## config.mk

```make
export PLATFORM = sky130hd
export DESIGN_NAME = dns_response_a_record_parser_core_flat
export DESIGN_NICKNAME = d
export VERILOG_FILES = /design/src/rtl/drap_pkg.sv /design/src/rtl/drap_if.sv /design/src/rtl/dns_response_a_record_parser_core.sv /design/src/flat_wrapper.sv
export VERILOG_INCLUDE_DIRS = /design/src /design/src/rtl
export SDC_FILE = /design/constraint.sdc
export NUM_CORES = 1
export LEC_CHECK = 0
export ABC_AREA = 0
export BUFFER_PORTS_ARGS = -buffer_cell sky130_fd_sc_hd__buf_2
export CAP_MARGIN = 15
export CORE_AREA = 2 2 161 163
export DETAILED_ROUTE_END_ITERATION = 8
export DIE_AREA = 0 0 163 165
export HOLD_SLACK_MARGIN = 0.06
export PLACE_DENSITY_LB_ADDON = 0.1
export REMOVE_ABC_BUFFERS = 1
export SYNTH_ARGS = -nofsm -noshare
export SYNTH_HDL_FRONTEND = slang
export SYNTH_SLANG_ARGS = --single-unit
```

## constraint.sdc

```tcl
create_clock -name clk -period 6.3 [get_ports clk]
set_clock_uncertainty 0.2 [all_clocks]
set_input_delay 0.315 -clock clk [delete_from_list [all_inputs] [get_ports clk]]
set_output_delay 0.315 -clock clk [all_outputs]
set_load 0.02 [all_outputs]
```

## src/rtl/assert_macros.svh

```systemverilog
// Assertion macros used by the RTL parser module.
`ifndef ASSERT_MACROS_SVH
`define ASSERT_MACROS_SVH

`ifndef SYNTH

`define ASSERT_ALWAYS(label, clk, rst_n, prop, msg) \
    label: assert property (@(posedge clk) disable iff (!rst_n) (prop)) else $error(msg);

`define ASSERT_IMPLY(label, clk, rst_n, ante, cons, msg) \
    label: assert property (@(posedge clk) disable iff (!rst_n) (ante) |-> (cons)) \
        else $error(msg);

`define ASSERT_NEXT(label, clk, rst_n, ante, cons, msg) \
    label: assert property (@(posedge clk) disable iff (!rst_n) (ante) |=> (cons)) \
        else $error(msg);

`else

`define ASSERT_ALWAYS(label, clk, rst_n, prop, msg)

`define ASSERT_IMPLY(label, clk, rst_n, ante, cons, msg)

`define ASSERT_NEXT(label, clk, rst_n, ante, cons, msg)

`endif

`endif

```

## src/rtl/drap_pkg.sv

```systemverilog
// Types and constants of the DNS response A-record parser.
`default_nettype none

package drap_pkg;

    localparam int MAX_PACKET_BYTES = 512;
    localparam int POS_W            = $clog2(MAX_PACKET_BYTES + 1);

    localparam int HEADER_BYTES   = 12;
    localparam int RR_FIXED_BYTES = 10;
    localparam int QUESTION_TAIL  = 4;
    localparam int FIXED_IDX_W    = $clog2(RR_FIXED_BYTES);

    localparam logic [7:0]  PTR_MASK   = 8'hC0;
    localparam logic [7:0]  QR_MASK    = 8'h80;
    localparam logic [7:0]  RCODE_MASK = 8'h0F;
    localparam logic [15:0] TYPE_A     = 16'd1;
    localparam logic [15:0] CLASS_IN   = 16'd1;

    localparam int CFG_DATA_W = 16;

    typedef enum logic [0:0] {
        CFG_EXPECTED_ID = 1'b0,
        CFG_ID_WINDOW   = 1'b1
    } cfg_index_t;

    typedef enum logic [2:0] {
        ST_FOUND      = 3'd0,
        ST_TOO_SHORT  = 3'd1,
        ST_NOT_ANSWER = 3'd2,
        ST_ID_MISMATCH = 3'd3,
        ST_NO_A_RECORD = 3'd4
    } status_t;

    typedef enum logic [3:0] {
        PH_HEADER  = 4'd0,
        PH_NAME    = 4'd1,
        PH_LABEL   = 4'd2,
        PH_PTR     = 4'd3,
        PH_QFIXED  = 4'd4,
        PH_AFIXED  = 4'd5,
        PH_RDSKIP  = 4'd6,
        PH_CAPTURE = 4'd7,
        PH_DONE    = 4'd8
    } phase_t;

endpackage

`default_nettype wire

```

## src/rtl/drap_if.sv

```systemverilog
// Valid/ready channel interfaces for message bytes and parse results.
`default_nettype none

interface drap_byte_if;
    logic       valid;
    logic       ready;
    logic [7:0] data_byte;
    logic       last_byte;

    modport source (output valid, output data_byte, output last_byte, input ready);
    modport sink   (input valid, input data_byte, input last_byte, output ready);
endinterface

interface drap_result_if;
    logic        valid;
    logic        ready;
    logic [2:0]  status;
    logic [31:0] ipv4_address;
    logic [15:0] response_id;

    modport source (output valid, output status, output ipv4_address, output response_id,
                    input ready);
    modport sink   (input valid, input status, input ipv4_address, input response_id,
                    output ready);
endinterface

`default_nettype wire

```

## src/rtl/dns_response_a_record_parser_core.sv

```systemverilog
// Top level: byte-serial DNS response parser that extracts the first A record.
`default_nettype none
`include "assert_macros.svh"

// Takes one response byte per cycle on byte_in, last_byte marking the end of
// the message, and returns one transaction on result_out for every message:
// status, the IPv4 address of the first type A / class IN answer, and the id
// from the header. Each byte is parsed in the cycle it is accepted by a
// single state update. The result register sits between the parser and the
// result channel and presents the result the cycle after the final byte is
// accepted. While that result waits and result_out.ready is low, byte_in is
// held off, whether or not the next byte ends a message. With result_out
// ready, the sustained rate is one byte per cycle. Bytes beyond
// MAX_PACKET_BYTES are not parsed, but their last_byte still ends the message.
// The user must write expected_id and id_window via the cfg port only while idle; the block does not enforce it.
module dns_response_a_record_parser_core (
    input  wire logic                          clk,
    input  wire logic                          rst_n,
    input  wire logic                          cfg_we,
    input  wire drap_pkg::cfg_index_t          cfg_index,
    input  wire logic [drap_pkg::CFG_DATA_W-1:0] cfg_data,
    drap_byte_if.sink                          byte_in,
    drap_result_if.source                      result_out
);
    import drap_pkg::*;

    logic [15:0] expected_id_reg;
    logic [1:0]  id_window_reg;

    logic [POS_W-1:0]       byte_position_reg, byte_position_next;
    phase_t                 parse_phase_reg, parse_phase_next;
    logic [15:0]            header_id_reg, header_id_next;
    logic                   header_flags_ok_reg, header_flags_ok_next;
    logic [15:0]            questions_left_reg, questions_left_next;
    logic [15:0]            answers_left_reg, answers_left_next;
    logic [15:0]            skip_count_reg, skip_count_next;
    logic [15:0]            record_type_reg, record_type_next;
    logic [15:0]            record_class_reg, record_class_next;
    logic [31:0]            captured_address_reg, captured_address_next;
    logic                   found_flag_reg, found_flag_next;
    logic [FIXED_IDX_W-1:0] fixed_index_reg, fixed_index_next;

    logic        out_valid_reg;
    status_t     status_reg;
    logic [31:0] ipv4_address_reg;
    logic [15:0] response_id_reg;

    logic        accept;
    logic        in_range;
    logic [7:0]  b;
    logic [15:0] skip_dec;
    logic [15:0] answers_dec;
    logic [15:0] skip_shift;
    logic        id_ok_cur;
    logic        id_ok_next;
    status_t     status_next;

    assign byte_in.ready = !out_valid_reg || result_out.ready;
    assign accept        = byte_in.valid && byte_in.ready;
    assign b             = byte_in.data_byte;
    assign in_range      = byte_position_reg < POS_W'(MAX_PACKET_BYTES);
    assign skip_dec      = skip_count_reg - 16'd1;
    assign answers_dec   = answers_left_reg - 16'd1;
    assign skip_shift    = {skip_count_reg[7:0], b};
    assign id_ok_cur     = (expected_id_reg - header_id_reg) <= {14'd0, id_window_reg};
    assign id_ok_next    = (expected_id_reg - header_id_next) <= {14'd0, id_window_reg};

    always_ff @(posedge clk or negedge rst_n)
    begin
        if (!rst_n)
        begin
            expected_id_reg <= '0;
            id_window_reg   <= '0;
        end
        else if (cfg_we)
        begin
            unique case (cfg_index)
                CFG_EXPECTED_ID: expected_id_reg <= cfg_data;
                CFG_ID_WINDOW:   id_window_reg   <= cfg_data[1:0];
                default:         ;
            endcase
        end
    end

    always_comb
    begin
        byte_position_next    = byte_position_reg;
        parse_phase_next      = parse_phase_reg;
        header_id_next        = header_id_reg;
        header_flags_ok_next  = header_flags_ok_reg;
        questions_left_next   = questions_left_reg;
        answers_left_next     = answers_left_reg;
        skip_count_next       = skip_count_reg;
        record_type_next      = record_type_reg;
        record_class_next     = record_class_reg;
        captured_address_next = captured_address_reg;
        found_flag_next       = found_flag_reg;
        fixed_index_next      = fixed_index_reg;

        if (in_range)
        begin
            byte_position_next = byte_position_reg + POS_W'(1);
            unique case (parse_phase_reg)
                PH_HEADER:
                begin
                    priority if (byte_position_reg < POS_W'(2))
                        header_id_next = {header_id_reg[7:0], b};
                    else if (byte_position_reg == POS_W'(2))
                        header_flags_ok_next = (b & QR_MASK) != 8'd0;
                    else if (byte_position_reg == POS_W'(3))
                        header_flags_ok_next = header_flags_ok_reg && ((b & RCODE_MASK) == 8'd0);
                    else if (byte_position_reg == POS_W'(4) || byte_position_reg == POS_W'(5))
                        questions_left_next = {questions_left_reg[7:0], b};
                    else if (byte_position_reg == POS_W'(6) || byte_position_reg == POS_W'(7))
                        answers_left_next = {answers_left_reg[7:0], b};
                    else
                        ;
                    if (byte_position_reg == POS_W'(HEADER_BYTES - 1))
                    begin
                        header_flags_ok_next = header_flags_ok_reg && (answers_left_reg != 16'd0);
                        parse_phase_next = (header_flags_ok_next && id_ok_cur) ? PH_NAME : PH_DONE;
                    end
                end
                PH_NAME, PH_PTR:
                begin
                    if (parse_phase_reg == PH_PTR || b == 8'd0)
                    begin
                        if (questions_left_reg != 16'd0)
                        begin
                            parse_phase_next = PH_QFIXED;
                            skip_count_next  = 16'(QUESTION_TAIL);
                        end
                        else
                        begin
                            parse_phase_next  = PH_AFIXED;
                            fixed_index_next  = '0;
                            record_type_next  = '0;
                            record_class_next = '0;
                            skip_count_next   = '0;
                        end
                    end
                    else if ((b & PTR_MASK) == PTR_MASK)
                        parse_phase_next = PH_PTR;
                    else
                    begin
                        skip_count_next  = {8'd0, b};
                        parse_phase_next = PH_LABEL;
                    end
                end
                PH_LABEL:
                begin
                    skip_count_next = skip_dec;
                    if (skip_dec == 16'd0)
                        parse_phase_next = PH_NAME;
                end
                PH_QFIXED:
                begin
                    skip_count_next = skip_dec;
                    if (skip_dec == 16'd0)
                    begin
                        questions_left_next = questions_left_reg - 16'd1;
                        parse_phase_next    = PH_NAME;
                    end
                end
                PH_AFIXED:
                begin
                    priority if (fixed_index_reg < FIXED_IDX_W'(2))
                        record_type_next = {record_type_reg[7:0], b};
                    else if (fixed_index_reg < FIXED_IDX_W'(4))
                        record_class_next = {record_class_reg[7:0], b};
                    else if (fixed_index_reg >= FIXED_IDX_W'(8))
                        skip_count_next = skip_shift;
                    else
                        ;
                    fixed_index_next = fixed_index_reg + FIXED_IDX_W'(1);
                    if (fixed_index_reg == FIXED_IDX_W'(RR_FIXED_BYTES - 1))
                    begin
                        fixed_index_next = '0;
                        priority if (record_type_reg == TYPE_A && record_class_reg == CLASS_IN)
                        begin
                            captured_address_next = '0;
                            skip_count_next       = 16'd4;
                            parse_phase_next      = PH_CAPTURE;
                        end
                        else if (skip_shift != 16'd0)
                            parse_phase_next = PH_RDSKIP;
                        else
                        begin
                            answers_left_next = answers_dec;
                            parse_phase_next  = (answers_dec != 16'd0) ? PH_NAME : PH_DONE;
                        end
                    end
                end
                PH_RDSKIP:
                begin
                    skip_count_next = skip_dec;
                    if (skip_dec == 16'd0)
                    begin
                        answers_left_next = answers_dec;
                        parse_phase_next  = (answers_dec != 16'd0) ? PH_NAME : PH_DONE;
                    end
                end
                PH_CAPTURE:
                begin
                    captured_address_next = {captured_address_reg[23:0], b};
                    skip_count_next       = skip_dec;
                    if (skip_dec == 16'd0)
                    begin
                        found_flag_next  = 1'b1;
                        parse_phase_next = PH_DONE;
                    end
                end
                default: ;
            endcase
        end
    end

    always_comb
    begin
        priority if (byte_position_next < POS_W'(HEADER_BYTES))
            status_next = ST_TOO_SHORT;
        else if (!header_flags_ok_next)
            status_next = ST_NOT_ANSWER;
        else if (!id_ok_next)
            status_next = ST_ID_MISMATCH;
        else if (found_flag_next)
            status_next = ST_FOUND;
        else
            status_next = ST_NO_A_RECORD;
    end

    always_ff @(posedge clk or negedge rst_n)
    begin
        if (!rst_n)
        begin
            byte_position_reg    <= '0;
            parse_phase_reg      <= PH_HEADER;
            header_id_reg        <= '0;
            header_flags_ok_reg  <= 1'b0;
            questions_left_reg   <= '0;
            answers_left_reg     <= '0;
            skip_count_reg       <= '0;
            record_type_reg      <= '0;
            record_class_reg     <= '0;
            captured_address_reg <= '0;
            found_flag_reg       <= 1'b0;
            fixed_index_reg      <= '0;
        end
        else if (accept)
        begin
            if (byte_in.last_byte)
            begin
                byte_position_reg    <= '0;
                parse_phase_reg      <= PH_HEADER;
                header_id_reg        <= '0;
                header_flags_ok_reg  <= 1'b0;
                questions_left_reg   <= '0;
                answers_left_reg     <= '0;
                skip_count_reg       <= '0;
                record_type_reg      <= '0;
                record_class_reg     <= '0;
                captured_address_reg <= '0;
                found_flag_reg       <= 1'b0;
                fixed_index_reg      <= '0;
            end
            else
            begin
                byte_position_reg    <= byte_position_next;
                parse_phase_reg      <= parse_phase_next;
                header_id_reg        <= header_id_next;
                header_flags_ok_reg  <= header_flags_ok_next;
                questions_left_reg   <= questions_left_next;
                answers_left_reg     <= answers_left_next;
                skip_count_reg       <= skip_count_next;
                record_type_reg      <= record_type_next;
                record_class_reg     <= record_class_next;
                captured_address_reg <= captured_address_next;
                found_flag_reg       <= found_flag_next;
                fixed_index_reg      <= fixed_index_next;
            end
        end
    end

    always_ff @(posedge clk or negedge rst_n)
    begin
        if (!rst_n)
            out_valid_reg <= 1'b0;
        else if (accept && byte_in.last_byte)
            out_valid_reg <= 1'b1;
        else if (result_out.ready)
            out_valid_reg <= 1'b0;
    end

    always_ff @(posedge clk)
    begin
        if (accept && byte_in.last_byte)
        begin
            status_reg       <= status_next;
            ipv4_address_reg <= (status_next == ST_FOUND) ? captured_address_next : 32'd0;
            response_id_reg  <= header_id_next;
        end
    end

    assign result_out.valid        = out_valid_reg;
    assign result_out.status       = status_reg;
    assign result_out.ipv4_address = ipv4_address_reg;
    assign result_out.response_id  = response_id_reg;

    `ASSERT_IMPLY(a_stall_blocks_input, clk, rst_n,
                  out_valid_reg && !result_out.ready, !byte_in.ready,
                  "byte accepted while result stalled")
    `ASSERT_NEXT(a_last_gives_result, clk, rst_n,
                 accept && byte_in.last_byte, out_valid_reg,
                 "final byte produced no result")
    `ASSERT_NEXT(a_last_clears_state, clk, rst_n,
                 accept && byte_in.last_byte,
                 parse_phase_reg == PH_HEADER && byte_position_reg == '0,
                 "message state not cleared")
    `ASSERT_IMPLY(a_address_zero_unless_found, clk, rst_n,
                  out_valid_reg && status_reg != ST_FOUND, ipv4_address_reg == 32'd0,
                  "address set without A record")
    `ASSERT_ALWAYS(a_fixed_index_range, clk, rst_n,
                   fixed_index_reg < FIXED_IDX_W'(RR_FIXED_BYTES),
                   "record fixed index out of range")

endmodule

`default_nettype wire

```

## src/flat_wrapper.sv

```systemverilog
// flat-port wrapper written by rule: the top's interface ports become plain ports
module dns_response_a_record_parser_core_flat import drap_pkg::*;
  (clk, rst_n, cfg_we, cfg_index, cfg_data, byte_in_valid, byte_in_data_byte, byte_in_last_byte, byte_in_ready, result_out_valid, result_out_status, result_out_ipv4_address, result_out_response_id, result_out_ready);
  drap_byte_if byte_in_i ();
  drap_result_if result_out_i ();
  input  wire logic clk;
  input  wire logic rst_n;
  input  wire logic cfg_we;
  input  wire drap_pkg::cfg_index_t cfg_index;
  input  wire logic [drap_pkg::CFG_DATA_W-1:0] cfg_data;
  input wire logic [$bits(byte_in_i.valid)-1:0] byte_in_valid;
  input wire logic [$bits(byte_in_i.data_byte)-1:0] byte_in_data_byte;
  input wire logic [$bits(byte_in_i.last_byte)-1:0] byte_in_last_byte;
  output wire logic [$bits(byte_in_i.ready)-1:0] byte_in_ready;
  output wire logic [$bits(result_out_i.valid)-1:0] result_out_valid;
  output wire logic [$bits(result_out_i.status)-1:0] result_out_status;
  output wire logic [$bits(result_out_i.ipv4_address)-1:0] result_out_ipv4_address;
  output wire logic [$bits(result_out_i.response_id)-1:0] result_out_response_id;
  input wire logic [$bits(result_out_i.ready)-1:0] result_out_ready;
  assign byte_in_i.valid = byte_in_valid;
  assign byte_in_i.data_byte = byte_in_data_byte;
  assign byte_in_i.last_byte = byte_in_last_byte;
  assign byte_in_ready = byte_in_i.ready;
  assign result_out_valid = result_out_i.valid;
  assign result_out_status = result_out_i.status;
  assign result_out_ipv4_address = result_out_i.ipv4_address;
  assign result_out_response_id = result_out_i.response_id;
  assign result_out_i.ready = result_out_ready;
  dns_response_a_record_parser_core u_core (.clk(clk), .rst_n(rst_n), .cfg_we(cfg_we), .cfg_index(cfg_index), .cfg_data(cfg_data), .byte_in(byte_in_i), .result_out(result_out_i));
endmodule
```

# Word-level counts from Yosys, hierarchy flattened
# Index checks and enable logic that the tools add are counted.
# W data, S select, Z words.
dict set report op_classes {
  addsub 7
  n_lt_le_gt_ge 8
  n_eq_ne 38
  n_mux 91
  n_bitwise 1
  n_reduce_logical 39
}
# operator count
set ops {}
lappend ops {{$mux W16} 40}
lappend ops {{$mux W32} 4}
lappend ops {{$pmux W16 S2} 3}
lappend ops {{$pmux W16 S3} 2}
lappend ops {{$mux W4} 17}
lappend ops {{$pmux W32 S2} 1}
lappend ops {{$reduce_bool A16 Y1} 4}
lappend ops {{$sub A16 B1 Y16 const B} 3}
lappend ops {{$eq A10 B3 Y1 const B} 4}
lappend ops {{$eq A16 B1 Y1 const B} 2}
lappend ops {{$le A16 B2 Y1} 2}
lappend ops {{$sub A16 B16 Y16} 2}
lappend ops {{$ne A3 B2 Y1 const B} 10}
lappend ops {{$ne A3 B3 Y1 const B} 8}
lappend ops {{$pmux W4 S6} 1}
lappend ops {{$eq A10 B2 Y1 const B} 2}
lappend ops {{$mux W10} 2}
lappend ops {{$eq A4 B3 Y1 const B} 4}
lappend ops {{$logic_not A16 Y1} 1}
lappend ops {{$logic_not A8 Y1} 2}
lappend ops {{$reduce_and A8 Y1} 2}
lappend ops {{$mux W1} 15}
lappend ops {{$mux W3} 5}
lappend ops {{$reduce_and A12 Y1} 1}
lappend ops {{33 further kinds} 47}
dict set report totals {
  regBits 218
  output_inout_bits 53
}

# Longest topological paths before layout
# Gate-level depths: netlist (run 1).
dict set report depth {
  word_depth 11
  ltp_mapped 22
}

# Least setup slack after synthesis (run 1)
# OpenSTA, ideal clock, no wires.
dict set report synth_timing {
  path_kind {reg-to-reg}
  from {register u_core.byte_position_reg[7]}
  to {register u_core.status_reg[1], in the netlist u_core.result_out.status[1] (data pin)}
  setup_time_ps 254
  t_arrival_ps 4891
  required_time_ps 5846
  setup_slack_ps 954
  path_stages_with_launch 18
  n_path_buf 5
  period_less_slack_ps 5346
  cell_sequence {dfrtp_1 -> buf_6 -> or4_4 -> nand4b_1 -> buf_6 -> buf_2 -> mux2i_1 -> ha_1 -> a21o_1 -> maj3_1 -> maj3_1 -> maj3_1 -> a211oi_1 -> mux2i_1 -> or4_1 -> buf_2 -> buf_2 -> o21a_1}
}
dict set report synth_between {
  elab_chain_len 9
  elab_cells_between_ends 22
  classes_between {2 x add/sub; 4 x order compare; 3 x eq/ne; 13 x mux}
}
# item line_no
set synth_rtl {}
lappend synth_rtl {{start: declaration} dns_response_a_record_parser_core.sv:30} ;# logic [POS_W-1:0] byte_position_reg, byte_position_next;
lappend synth_rtl {{start signal: assignment} dns_response_a_record_parser_core.sv:268} ;# byte_position_reg <= byte_position_next;
lappend synth_rtl {{$lt A10 B2 Y1 or $eq A10 B2 Y1 (tied branches)} {dns_response_a_record_parser_core.sv:106, dns_response_a_record_parser_core.sv:110}}
lappend synth_rtl {{$mux W16 or $mux W1 (tied branches)} {dns_response_a_record_parser_core.sv:106, dns_response_a_record_parser_core.sv:110}}
lappend synth_rtl {{$mux W16 or $mux W1 (tied branches)} {dns_response_a_record_parser_core.sv:103, dns_response_a_record_parser_core.sv:108}}
lappend synth_rtl {{$mux W16 or $mux W1 (tied branches)} {dns_response_a_record_parser_core.sv:100, dns_response_a_record_parser_core.sv:106}}
lappend synth_rtl {{$sub A16 B16 Y16 or $mux W1 (tied branches)} {dns_response_a_record_parser_core.sv:66, dns_response_a_record_parser_core.sv:118}}
lappend synth_rtl {{$le A16 B2 Y1 or $mux W1 (tied branches)} {dns_response_a_record_parser_core.sv:66, dns_response_a_record_parser_core.sv:103}}
lappend synth_rtl {{$mux W3 or $mux W1 (tied branches)} {dns_response_a_record_parser_core.sv:224, dns_response_a_record_parser_core.sv:100}}
lappend synth_rtl {{$mux W3} dns_response_a_record_parser_core.sv:222} ;# else if (!header_flags_ok_next)
lappend synth_rtl {{$mux W3 *} dns_response_a_record_parser_core.sv:220} ;# priority if (byte_position_next < POS_W'(HEADER_BYTES))
lappend synth_rtl {{net u_core.status_next[1]} dns_response_a_record_parser_core.sv:56} ;# status_t status_next;
lappend synth_rtl {{end signal: assignment} dns_response_a_record_parser_core.sv:298} ;# status_reg <= status_next;
lappend synth_rtl {{end: declaration} dns_response_a_record_parser_core.sv:44} ;# status_t status_reg;
# Mark *: on every way through the listed nets, which the timed path passes. The rest lies on a longest branch.
# A chain may end at the register's enable or synchronous reset.

# Worst setup path after layout (run 1)
dict set report layout_timing {
  from {register u_core.byte_position_reg[9]}
  to {register u_core.ipv4_address_reg[3], in the netlist u_core.result_out.ipv4_address[3] (data pin)}
}
dict set report layout_between {
  elab_chain_len 10
  elab_cells_between_ends 26
  classes_between {2 x add/sub; 4 x order compare; 3 x eq/ne; 16 x mux; 1 x reduce/logical}
}
# item line_no
set layout_rtl {}
lappend layout_rtl {{$lt A10 B2 Y1 or $eq A10 B2 Y1 (tied branches)} {dns_response_a_record_parser_core.sv:106, dns_response_a_record_parser_core.sv:110}}
lappend layout_rtl {{$mux W16 or $mux W1 (tied branches)} {dns_response_a_record_parser_core.sv:106, dns_response_a_record_parser_core.sv:110}}
lappend layout_rtl {{$mux W16 or $mux W1 (tied branches)} {dns_response_a_record_parser_core.sv:103, dns_response_a_record_parser_core.sv:108}}
lappend layout_rtl {{$mux W16 or $mux W1 (tied branches)} {dns_response_a_record_parser_core.sv:100, dns_response_a_record_parser_core.sv:106}}
lappend layout_rtl {{$sub A16 B16 Y16 or $mux W1 (tied branches)} {dns_response_a_record_parser_core.sv:66, dns_response_a_record_parser_core.sv:118}}
lappend layout_rtl {{$le A16 B2 Y1 or $mux W1 (tied branches)} {dns_response_a_record_parser_core.sv:66, dns_response_a_record_parser_core.sv:103}}
lappend layout_rtl {{$mux W3 or $mux W1 (tied branches)} {dns_response_a_record_parser_core.sv:224, dns_response_a_record_parser_core.sv:100}}
lappend layout_rtl {{$mux W3} dns_response_a_record_parser_core.sv:222}
lappend layout_rtl {{$mux W3} dns_response_a_record_parser_core.sv:220}
lappend layout_rtl {{$logic_not A3 Y1} dns_response_a_record_parser_core.sv:299} ;# ipv4_address_reg <= (status_next == ST_FOUND) ? captured_address_next : 32'd0;
lappend layout_rtl {{end signal: assignment} dns_response_a_record_parser_core.sv:299}
lappend layout_rtl {{end: declaration} dns_response_a_record_parser_core.sv:45} ;# logic [31:0] ipv4_address_reg;
# Parallel ways exist; a longest one is shown, timed or not.

==> results of run 1 <==
worst register-to-register path, delay by kind of cell, from the launching register on:
kind,cells,cell delay (ps)
muxes,2,490
DFF,1,380
AOI/OAI and AO/OA,2,520
buffers and inverters,3,900
adders and majority gates,4,1500
and+or+nand+nor,4,1790
placed cells by master, fill, tap and decap left out, types with 25 or more instances in the layout:
cell,synthesis,layout
nand2_1,149,149
ha_1,38,38
nor3_1,30,30
a21oi_1,84,84
nor4b_4,29,29
o21ai_0,179,178
a22oi_1,76,76
edfxtp_1,51,51
inv_1,64,63
dfrtp_1,167,167
clkbuf_16,0,25
nor2_1,118,117
buf_2,6,82
worst min path at each step:
| stage | to | slack (ps) | start | depth (start not counted) |
|---|---|---|---|---|
| after floorplan | u_core.answers_left_reg[0] | -180 | rst_n | 0 |
| after global placement | u_core.questions_left_reg[10] | 120 | rst_n | 1 |
| after detailed placement | u_core.questions_left_reg[10] | 120 | rst_n | 1 |
| after CTS | u_core.record_class_reg[4] | 60 | byte_in_data_byte[4] | 3 |
| after global routing | u_core.record_class_reg[4] | 110 | byte_in_data_byte[4] | 3 |
| final | u_core.questions_left_reg[4] | 90 | byte_in_data_byte[4] | 3 |
cell type report:
type                       instances  share of cell area, %
antenna                            1                0.01641
clock buffer                      39                  4.840
clock inverter                     5                 0.4922
inverter                          65                  1.600
multi-input combinational       1086                  47.38
sequential                       218                  37.44
tap                              330                  2.707
timing repair buffer             131                  5.529
stage by stage:
| step | std cells | area (um2) | power (uW) | TNS, ps |
|---|---|---|---|---|
| after global routing | 1874 | 15250 | 5571 | 0 |
| after CTS | 1874 | 15240 | 5250 | 0 |
| after global placement | 1807 | 14200 | 3743 | 0 |
| final | 1875 | 15250 | 5255 | 0 |
| after floorplan | 1369 | 13160 | 3236 | -30500 |
| after detailed placement | 1807 | 14200 | 3767 | 0 |
cell families after synthesis:
logic type / count (synthesis)
AND/OR/NAND/NOR: 485
multiplexers: 41
buffers and inverters: 168
flip-flops: 218
AO/OA/AOI/OAI: 488
XOR/XNOR: 24
adder cells (fa/ha/maj): 48
metal layers:
layer  up-vias  global-route usage (%)  part of all wire [%]
met5         -                       0                     0
met4         0                   6.516                   2.1
met3        63                   3.315                   5.5
met2       366                   42.70                    45
met1      5672                   40.34                    47
li1       5560                       -                     -
what timing repair did:
item / 4_1_cts / 5_1_grt
hold buffers: 23 / 0
gates resized for setup: 0 / 2
hold endpoints to repair: 78 / 0
setup endpoints to repair: 0 / 34
report_power, final:
group | total [uW] | switching (uW) | internal [uW]
registers | 1740 | 155 | 1590
clock network | 1450 | 575 | 880
logic | 2060 | 1300 | 756
==> flow_metrics.py, run 1 <==
metrics = {
    "synth": {
        "yosysWarnings": 0,
        "synth_edf_count": 51,
        "synth_mux_area_share_pct": 3.303,
        "synth_top_area_cell": "dfrtp_1",
        "ys_async_sr_fraction_pct": 76.61,
        "ys.flop_type": "dfrtp_1",
        "synthAdderAreaFrac_pct": 4.377,
        "synth.yosys.seq_area_share_pct": 41.88,
        "synth_top_family_by_area": "compound AO/OA/AOI/OAI gates",
        "yosysTopAreaCellShare_pct": 30.65,
        "synth_seq_cells": 218,
        "ys_top_cells_by_area": "dfrtp_1, edfxtp_1, o21ai_0",
        "yosysMostFrequentCell": "o21ai_0",
        "synth-xor-area-share_pct": 1.542,
        "syn_inst": 1472,
        "yosysUniqueCellTypes": 82,
        "syn_area_per_cell_um2": 9.263,
        "synth_commonest_cells": "o21ai_0, dfrtp_1, nand2_1, nor2_1, clkbuf_1",
        "synth_compound_area_share_pct": 22.44,
        "yosys.area_share.simple_pct": 21.20,
        "syn_area_um2": 13640,
    },
    "clock_tree": {
        "clkSlewWorstSetupHoldPaths_ps": 60,
        "cts_made_buffers": 25,
        "clockRootBuffer": "clkbuf_16",
        "cts_max_level": 1,
        "postCtsSetupRepairBufs": 0,
        "clock_path_buffers": 3,
        "cts.sinks": 218,
        "tritoncts": "done",
        "clock_latency_ps": 530,
    },
    "timing": {
        "setup_viol": 0,
        "finalCritPeriodShare_pct": 95.11,
        "fin_crit_ps": 5992,
        "fmax_mhz": 166.9,
        "slew_headroom_pct": 39.16,
        "rsz0062_at_grt": "false",
        "fin_ws_ps": 308.0,
        "worst_pin_slew_ps": 910.7,
        "finalHoldViolCount": 0,
        "final_max_slew_viol_count": 0,
        "fin_hold_ws_ps": 88.99,
    },
    "place": {
        "gp_congestion": 0.9260,
        "dp_slack_ps": 228.0,
        "portBuffers": 83,
        "hpwl_um": 23650,
    },
    "final_layout": {
        "nets": 1598,
        "ff_latch_area_um2": 5710,
        "final_core_util_pct": 60.92,
        "synthToLayoutAreaGrowth_pct": 11.86,
        "layout-drive-gt1-share_pct": 14.44,
        "fillers": 2164,
        "multi_input_area_um2": 7227,
    },
    "setup_path": {
        "critPathLaunch": "u_core.byte_position_reg[9]",
        "r2r-start": "u_core.byte_position_reg[9]",
        "path_max_fanout": 35,
        "critPathTopFamily": "simple AND/OR/NAND/NOR gates",
        "crit_buf_inv": 3,
        "cp.arrival_ps": 6100,
        "crit_path_end_kind": "register",
        "r2r-end": "u_core.result_out.ipv4_address[3]",
        "critPathCapture": "u_core.result_out.ipv4_address[3]",
        "crit_type": "register to register",
        "cp_slowest_cell": "or4_2",
        "cp.required_ps": 6400,
        "worstRegToRegCells": 15,
        "worst-path-stages": 15,
        "slowest_delay_ps": 620,
        "start_kind": "register",
        "path_cells": "buf_4, nor4_1, nand4b_1, buf_4, mux2i_2, ha_1, a21o_1, maj3_1, maj3_1, maj3_1, a211oi_1, mux2i_1, or4_2, buf_4, nor4b_1",
        "reg2reg_slack_ps": 310,
    },
    "floorplanning": {
        "pin_count": 84,
        "die_w_um": 163,
        "start_util_pct": 54.46,
        "die_h_um": 165,
        "coreArea_um2": 25040,
        "placementRows": 58,
        "die_area_um2": 26900,
    },
    "min_path": {
        "hold_class": "input port to register",
    },
    "power_and_ir_drop": {
        "max-vdd-ir-drop_mv": 0.2292,
        "leakagePower_uw": 0.006460,
        "power_density_nw_per_um2": 344.5,
    },
    "grt": {
        "grt_first_pass_wirelength_um": 58970,
        "grt_pass1_vias": 11079,
        "grtUsageTotal_pct": 27.22,
        "grt_max_degree": 65,
        "antenna_found_initial": 0,
        "grt-ovfl-total": 0,
    },
    "drt": {
        "drt_first_pass_iters": 6,
        "routed-via-count": 11661,
        "wire_per_inst_um": 19.23,
        "wl_um": 36060,
        "routed_via_density": 6.219,
        "drc": 0,
        "drtAntennaViolNets": 0,
        "drt-initial-drc-count": 1229,
    },
    "flow_run": {
        "max_cap_violations": 0,
    },
    "status": {
        "outcome": "finished clean",
    },
}
Note: power is estimated with default switching activity, not from simulation.
==> inputs of run 2 (changes only) <==
CTS_BUF_LIST = sky130_fd_sc_hd__clkbuf_4 sky130_fd_sc_hd__clkbuf_8   (was unset)
SKIP_LAST_GASP = 1   (was unset)
clock period = 7 ns   (was 6.3 ns; I/O delays follow)
==> run 2 against run 1 <==
Register-to-register slack better by 510 ps. Global-route usage is 0.062 points higher. Maximum frequency is 3.0% lower. Non-clock buffer count is 6 lower. Critical path depth is 1 higher. Worst setup slack better by 510 ps.
==> flow_metrics.py, run 2 (same netlist as run 1, synthesis figures left out) <==
metrics = {
    "status": {
        "outcome": "finished clean",
    },
    "setup_path": {
        "crit_type": "register to register",
        "r2r-start": "u_core.byte_position_reg[9]",
        "cp_slowest_cell": "or4_2",
        "crit_path_end_kind": "register",
        "cp.required_ps": 7150,
        "path_max_fanout": 34,
        "reg2reg_slack_ps": 820,
        "critPathTopFamily": "simple AND/OR/NAND/NOR gates",
        "crit_buf_inv": 2,
        "path_cells": "or4_4, nand4b_1, buf_4, mux2i_1, fa_1, ha_1, nor2b_1, o21ai_0, o21ai_0, nor4_1, o211ai_1, a2111oi_2, nand4_1, or4_2, buf_4, nor4b_1",
        "start_kind": "register",
        "critPathLaunch": "u_core.byte_position_reg[9]",
        "slowest_delay_ps": 660,
        "cp.arrival_ps": 6330,
    },
    "drt": {
        "wl_um": 35910,
        "drtAntennaViolNets": 0,
        "drt-initial-drc-count": 1041,
        "wire_per_inst_um": 18.89,
        "drt_first_pass_iters": 6,
        "drc": 0,
        "routed-via-count": 11596,
        "routed_via_density": 6.100,
    },
    "power_and_ir_drop": {
        "leakagePower_uw": 0.006511,
        "total_power_uw": 4777,
        "power_density_nw_per_um2": 312.0,
        "max-vdd-ir-drop_mv": 0.1875,
    },
    "final_layout": {
        "antennaDiodeCount": 0,
        "synthToLayoutAreaGrowth_pct": 12.28,
        "final_core_util_pct": 61.15,
        "final_common_cell": "o21ai_0",
        "final_area_um2": 15310,
        "mostFrequentLayoutCells": "o21ai_0, dfrtp_1, nand2_1",
        "nets": 1609,
        "fillers": 2254,
        "layout-drive-gt1-share_pct": 16.17,
    },
    "grt": {
        "antenna_found_initial": 0,
        "grtUsageTotal_pct": 27.28,
        "grt_max_degree": 65,
        "grt-ovfl-total": 0,
        "grt_first_pass_wirelength_um": 58850,
        "grt_pass1_vias": 11074,
    },
    "clock_tree": {
        "cts.sinks": 218,
        "clock_latency_ps": 560,
        "clkSlewWorstSetupHoldPaths_ps": 60,
        "post_cts_resized": 0,
        "cts_made_buffers": 42,
        "tritoncts": "done",
        "cts_max_level": 2,
        "clock_path_buffers": 3,
        "postCtsSetupRepairBufs": 0,
        "clockRootBuffer": "clkbuf_8",
    },
    "floorplanning": {
        "pin_count": 84,
        "coreArea_um2": 25040,
        "die_w_um": 163,
        "die_h_um": 165,
        "placementRows": 58,
        "die_area_um2": 26900,
        "start_util_pct": 54.46,
    },
    "timing": {
        "setup_viol": 0,
        "slew_headroom_pct": 26.77,
        "finalCritPeriodShare_pct": 88.29,
        "finalHoldViolCount": 0,
        "worst_pin_slew_ps": 1091,
        "final_max_slew_viol_count": 0,
        "fmax_mhz": 161.8,
        "fin_crit_ps": 6180,
        "fin_ws_ps": 819.6,
        "rsz0062_at_grt": "false",
        "fin_tns_setup_ps": 0,
    },
    "min_path": {
        "hold_class": "input port to register",
        "hp-start": "byte_in_data_byte[4]",
    },
    "place": {
        "postPlaceCellArea_um2": 14160,
        "gp_congestion": 0.9278,
        "dp_slack_ps": 924.5,
        "portBuffers": 83,
        "hpwl_um": 23400,
    },
    "flow_run": {
        "max_cap_violations": 0,
    },
}
-- run 2: cell count changes in the layout (fill, tap and decap cells not counted) --
cell	before	now
clkbuf_8	6	52
clkbuf_16	25	0
clkbuf_4	0	12
clkbuf_1	8	0
buf_4	24	20
clkinv_1	0	4
clkinvlp_4	0	3
buf_6	2	1
diode_2	1	0
dlygate4sd3_1	23	22
inv_6	0	1
mux2i_1	19	20
mux2i_2	2	1
-- run 2: timing repair --
item,in CTS,in global routing
endpoints found under the setup margin,0,0
hold buffers,22,0
endpoints found under the hold margin,66,0
-- run 2: cell type report --
type,instances,area [um2],area share (%)
Multi-Input combinational cell,1086,7223,47.18
Sequential cell,218,5710,37.30
Clock buffer,64,805.8,5.263
Timing Repair Buffer,125,792.0,5.173
Tap cell,330,412.9,2.697
Inverter,65,244.0,1.594
Clock inverter,13,121.4,0.7927
-- run 2: through the flow --
stage	std cells	hold WS, ps
after detailed placement	1802	117.0
after global placement	1802	117.8
final	1901	76.22
after global routing	1901	107.8
after CTS	1901	70.03
after floorplan	1369	-145.6
-- run 2: routing by layer --
metal / global-route usage (%) / vias to the layer above / wire length (um)
met3: 4.947 / 66 / 2222
met1: 40.08 / 5585 / 16910
met2: 41.58 / 360 / 15940
met5: 0 / - / 0
li1: - / 5585 / -
met4: 7.241 / 0 / 834
-- run 2: worst min-delay path, delay by kind of cell --
family	cells	cell delay [ps]
buf+inv	1	220
compound gates	1	80
simple gates	1	130
-- run 2: where the power goes --
group          total [uW]  switching [uW]  internal, uW
Sequential           1590             165          1430
Clock                1380             574           810
Combinational        1800            1130           667
Total                4780            1870          2900
-- run 2: path summary, 6_finish.rpt --
| kind | end | depth (start not counted) |
|---|---|---|
| max | u_core.result_out.ipv4_address[1] | 16 |
| min | u_core.record_class_reg[4] | 3 |
| max reg2reg | u_core.result_out.ipv4_address[1] | 16 |
| min reg2reg | u_core.captured_address_reg[25] | 2 |
| max in group asynchronous | u_core.captured_address_reg[14] | 3 |
| min in group asynchronous | u_core.questions_left_reg[10] | 2 |
==> inputs of run 3 (changes only) <==
CORE_AREA = 2 2 220 222   (was 2 2 161 163)
DIE_AREA = 0 0 222 224   (was 0 0 163 165)
PLACE_DENSITY_LB_ADDON = unset   (was 0.1)
==> run 3 against run 2 <==
Register-to-register slack better by 30 ps. Hold slack better by 38 ps. Non-clock buffer count up 9. Final cell count up 15%. Critical path type unchanged. Sequential share of layout area down 1.0 points. Combinational power about the same. Critical path depth unchanged. Critical endpoint is now u_core.result_out.ipv4_address[0]. Largest cell class unchanged. Largest power group unchanged.
==> flow_metrics.py, run 3 (same netlist as run 1, synthesis figures left out) <==
metrics = {
    "floorplanning": {
        "die_area_um2": 49730,
        "placementRows": 80,
        "coreArea_um2": 47350,
        "start_util_pct": 28.80,
        "die_h_um": 224,
        "pin_count": 84,
        "die_w_um": 222,
    },
    "clock_tree": {
        "clkSlewWorstSetupHoldPaths_ps": 70,
        "cts_made_buffers": 41,
        "post_cts_resized": 0,
        "cts.sinks": 218,
        "clock_path_buffers": 3,
        "tritoncts": "done",
        "clock_latency_ps": 610,
        "postCtsSetupRepairBufs": 0,
        "hold_buffers": 33,
        "clockRootBuffer": "clkbuf_8",
        "cts_max_level": 2,
    },
    "drt": {
        "routed-via-count": 11716,
        "wire_per_inst_um": 17.72,
        "wl_um": 38870,
        "drc": 0,
        "drt_first_pass_iters": 7,
        "drt-initial-drc-count": 1073,
        "routed_via_density": 5.342,
        "drtAntennaViolNets": 0,
    },
    "setup_path": {
        "crit_buf_inv": 2,
        "reg2reg_slack_ps": 850,
        "crit_type": "register to register",
        "slowest_delay_ps": 660,
        "start_kind": "register",
        "worst-path-stages": 16,
        "crit_path_end_kind": "register",
        "cp.required_ps": 7210,
        "critPathTopFamily": "simple AND/OR/NAND/NOR gates",
        "cp_slowest_cell": "or4_2",
        "path_max_fanout": 34,
        "cp.arrival_ps": 6360,
        "path_cells": "or4_4, nand4b_1, buf_4, mux2i_1, fa_1, ha_1, nor2b_1, o21ai_0, o21ai_0, nor4_1, o211ai_1, a2111oi_2, nand4_1, or4_2, buf_4, nor4b_1",
        "worstRegToRegCells": 16,
    },
    "power_and_ir_drop": {
        "leakagePower_uw": 0.006539,
        "total_power_uw": 4805,
        "power_density_nw_per_um2": 305.3,
        "max-vdd-ir-drop_mv": 0.2694,
    },
    "timing": {
        "rsz0062_at_grt": "false",
        "slew_headroom_pct": 34.46,
        "setup_viol": 0,
        "final_max_slew_viol_count": 0,
        "worst_pin_slew_ps": 978.7,
        "fin_hold_ws_ps": 114.1,
        "fmax_mhz": 162.5,
        "finalHoldViolCount": 0,
        "finalCritPeriodShare_pct": 87.91,
        "fin_crit_ps": 6154,
    },
    "grt": {
        "grt_pass1_vias": 11271,
        "grtUsageTotal_pct": 15.51,
        "antenna_found_initial": 1,
        "grt_first_pass_wirelength_um": 62310,
        "grt_max_degree": 93,
        "grt-ovfl-total": 0,
    },
    "final_layout": {
        "synthToLayoutAreaGrowth_pct": 15.41,
        "layout-drive-gt1-share_pct": 15.98,
        "ff_latch_area_um2": 5710,
        "fillers": 4823,
        "multi_input_area_um2": 7228,
        "nets": 1617,
        "mostFrequentLayoutCells": "o21ai_0, dfrtp_1, nand2_1",
        "final_common_cell": "o21ai_0",
        "final_core_util_pct": 33.24,
    },
    "min_path": {
        "whs_path_depth": 3,
        "hold_class": "input port to register",
    },
    "place": {
        "portBuffers": 83,
        "gp_congestion": 0.8715,
        "hpwl_um": 25800,
    },
    "status": {
        "outcome": "finished clean",
    },
    "flow_run": {
        "max_cap_violations": 0,
    },
}
==> run 3: worst register-to-register path, stage by stage (launching register included) <==
cell       delay [ps]
dfrtp_1           520
or4_4             610
nand4b_1          240
buf_4             300
mux2i_1           430
fa_1              480
ha_1              310
nor2b_1           130
o21ai_0           180
o21ai_0           120
nor4_1            310
o211ai_1          160
a2111oi_2         350
nand4_1           170
or4_2             660
buf_4             380
nor4b_1           420
==> run 3: worst paths after layout <==
path | startpoint | endpoint
max | u_core.byte_position_reg[9] | u_core.result_out.ipv4_address[0]
min | byte_in_data_byte[7] | u_core.record_type_reg[7]
max reg2reg | u_core.byte_position_reg[9] | u_core.result_out.ipv4_address[0]
min reg2reg | u_core.record_type_reg[0] | u_core.record_type_reg[0]
max in group asynchronous | rst_n | u_core.result_out.valid
min in group asynchronous | rst_n | u_core.questions_left_reg[5]
==> run 3: stage by stage <==
stage / setup TNS, ps / instances / setup slack [ps] / instance area, um2
after floorplan: -5999 / 1369 / -228.4 / 13160
after global placement: 0 / 2085 / 970.4 / 14510
after detailed placement: 0 / 2085 / 897.9 / 14510
after CTS: 0 / 2192 / 830.6 / 15730
after global routing: 0 / 2193 / 396.4 / 15740
final: 0 / 2193 / 846.4 / 15740
==> run 3: routing by layer <==
layer  vias up  wire length, um  global-route usage [%]
li1       5599                -                       -
met1      5733            17670                   20.76
met2       328            18200                   25.34
met3        56             2003                   2.387
met4         0              988                   5.820
met5         -                0                       0
==> run 3: layout make-up <==
type                    count  share of cell area, %
diodes                      1                0.01590
clock buffers              58                  4.635
clock inverters            16                  1.050
inverters                  65                  1.550
multi-input cells        1086                  45.93
flip-flops and latches    218                  36.29
well taps                 615                  4.890
repair buffers            134                  5.637
==> run 3: report_power, final <==
| group | switching (uW) | internal [uW] | total [uW] |
|---|---|---|---|
| clock | 597 | 788 | 1390 |
| combinational | 1150 | 671 | 1820 |
| sequential | 170 | 1430 | 1600 |
| total | 1920 | 2890 | 4800 |
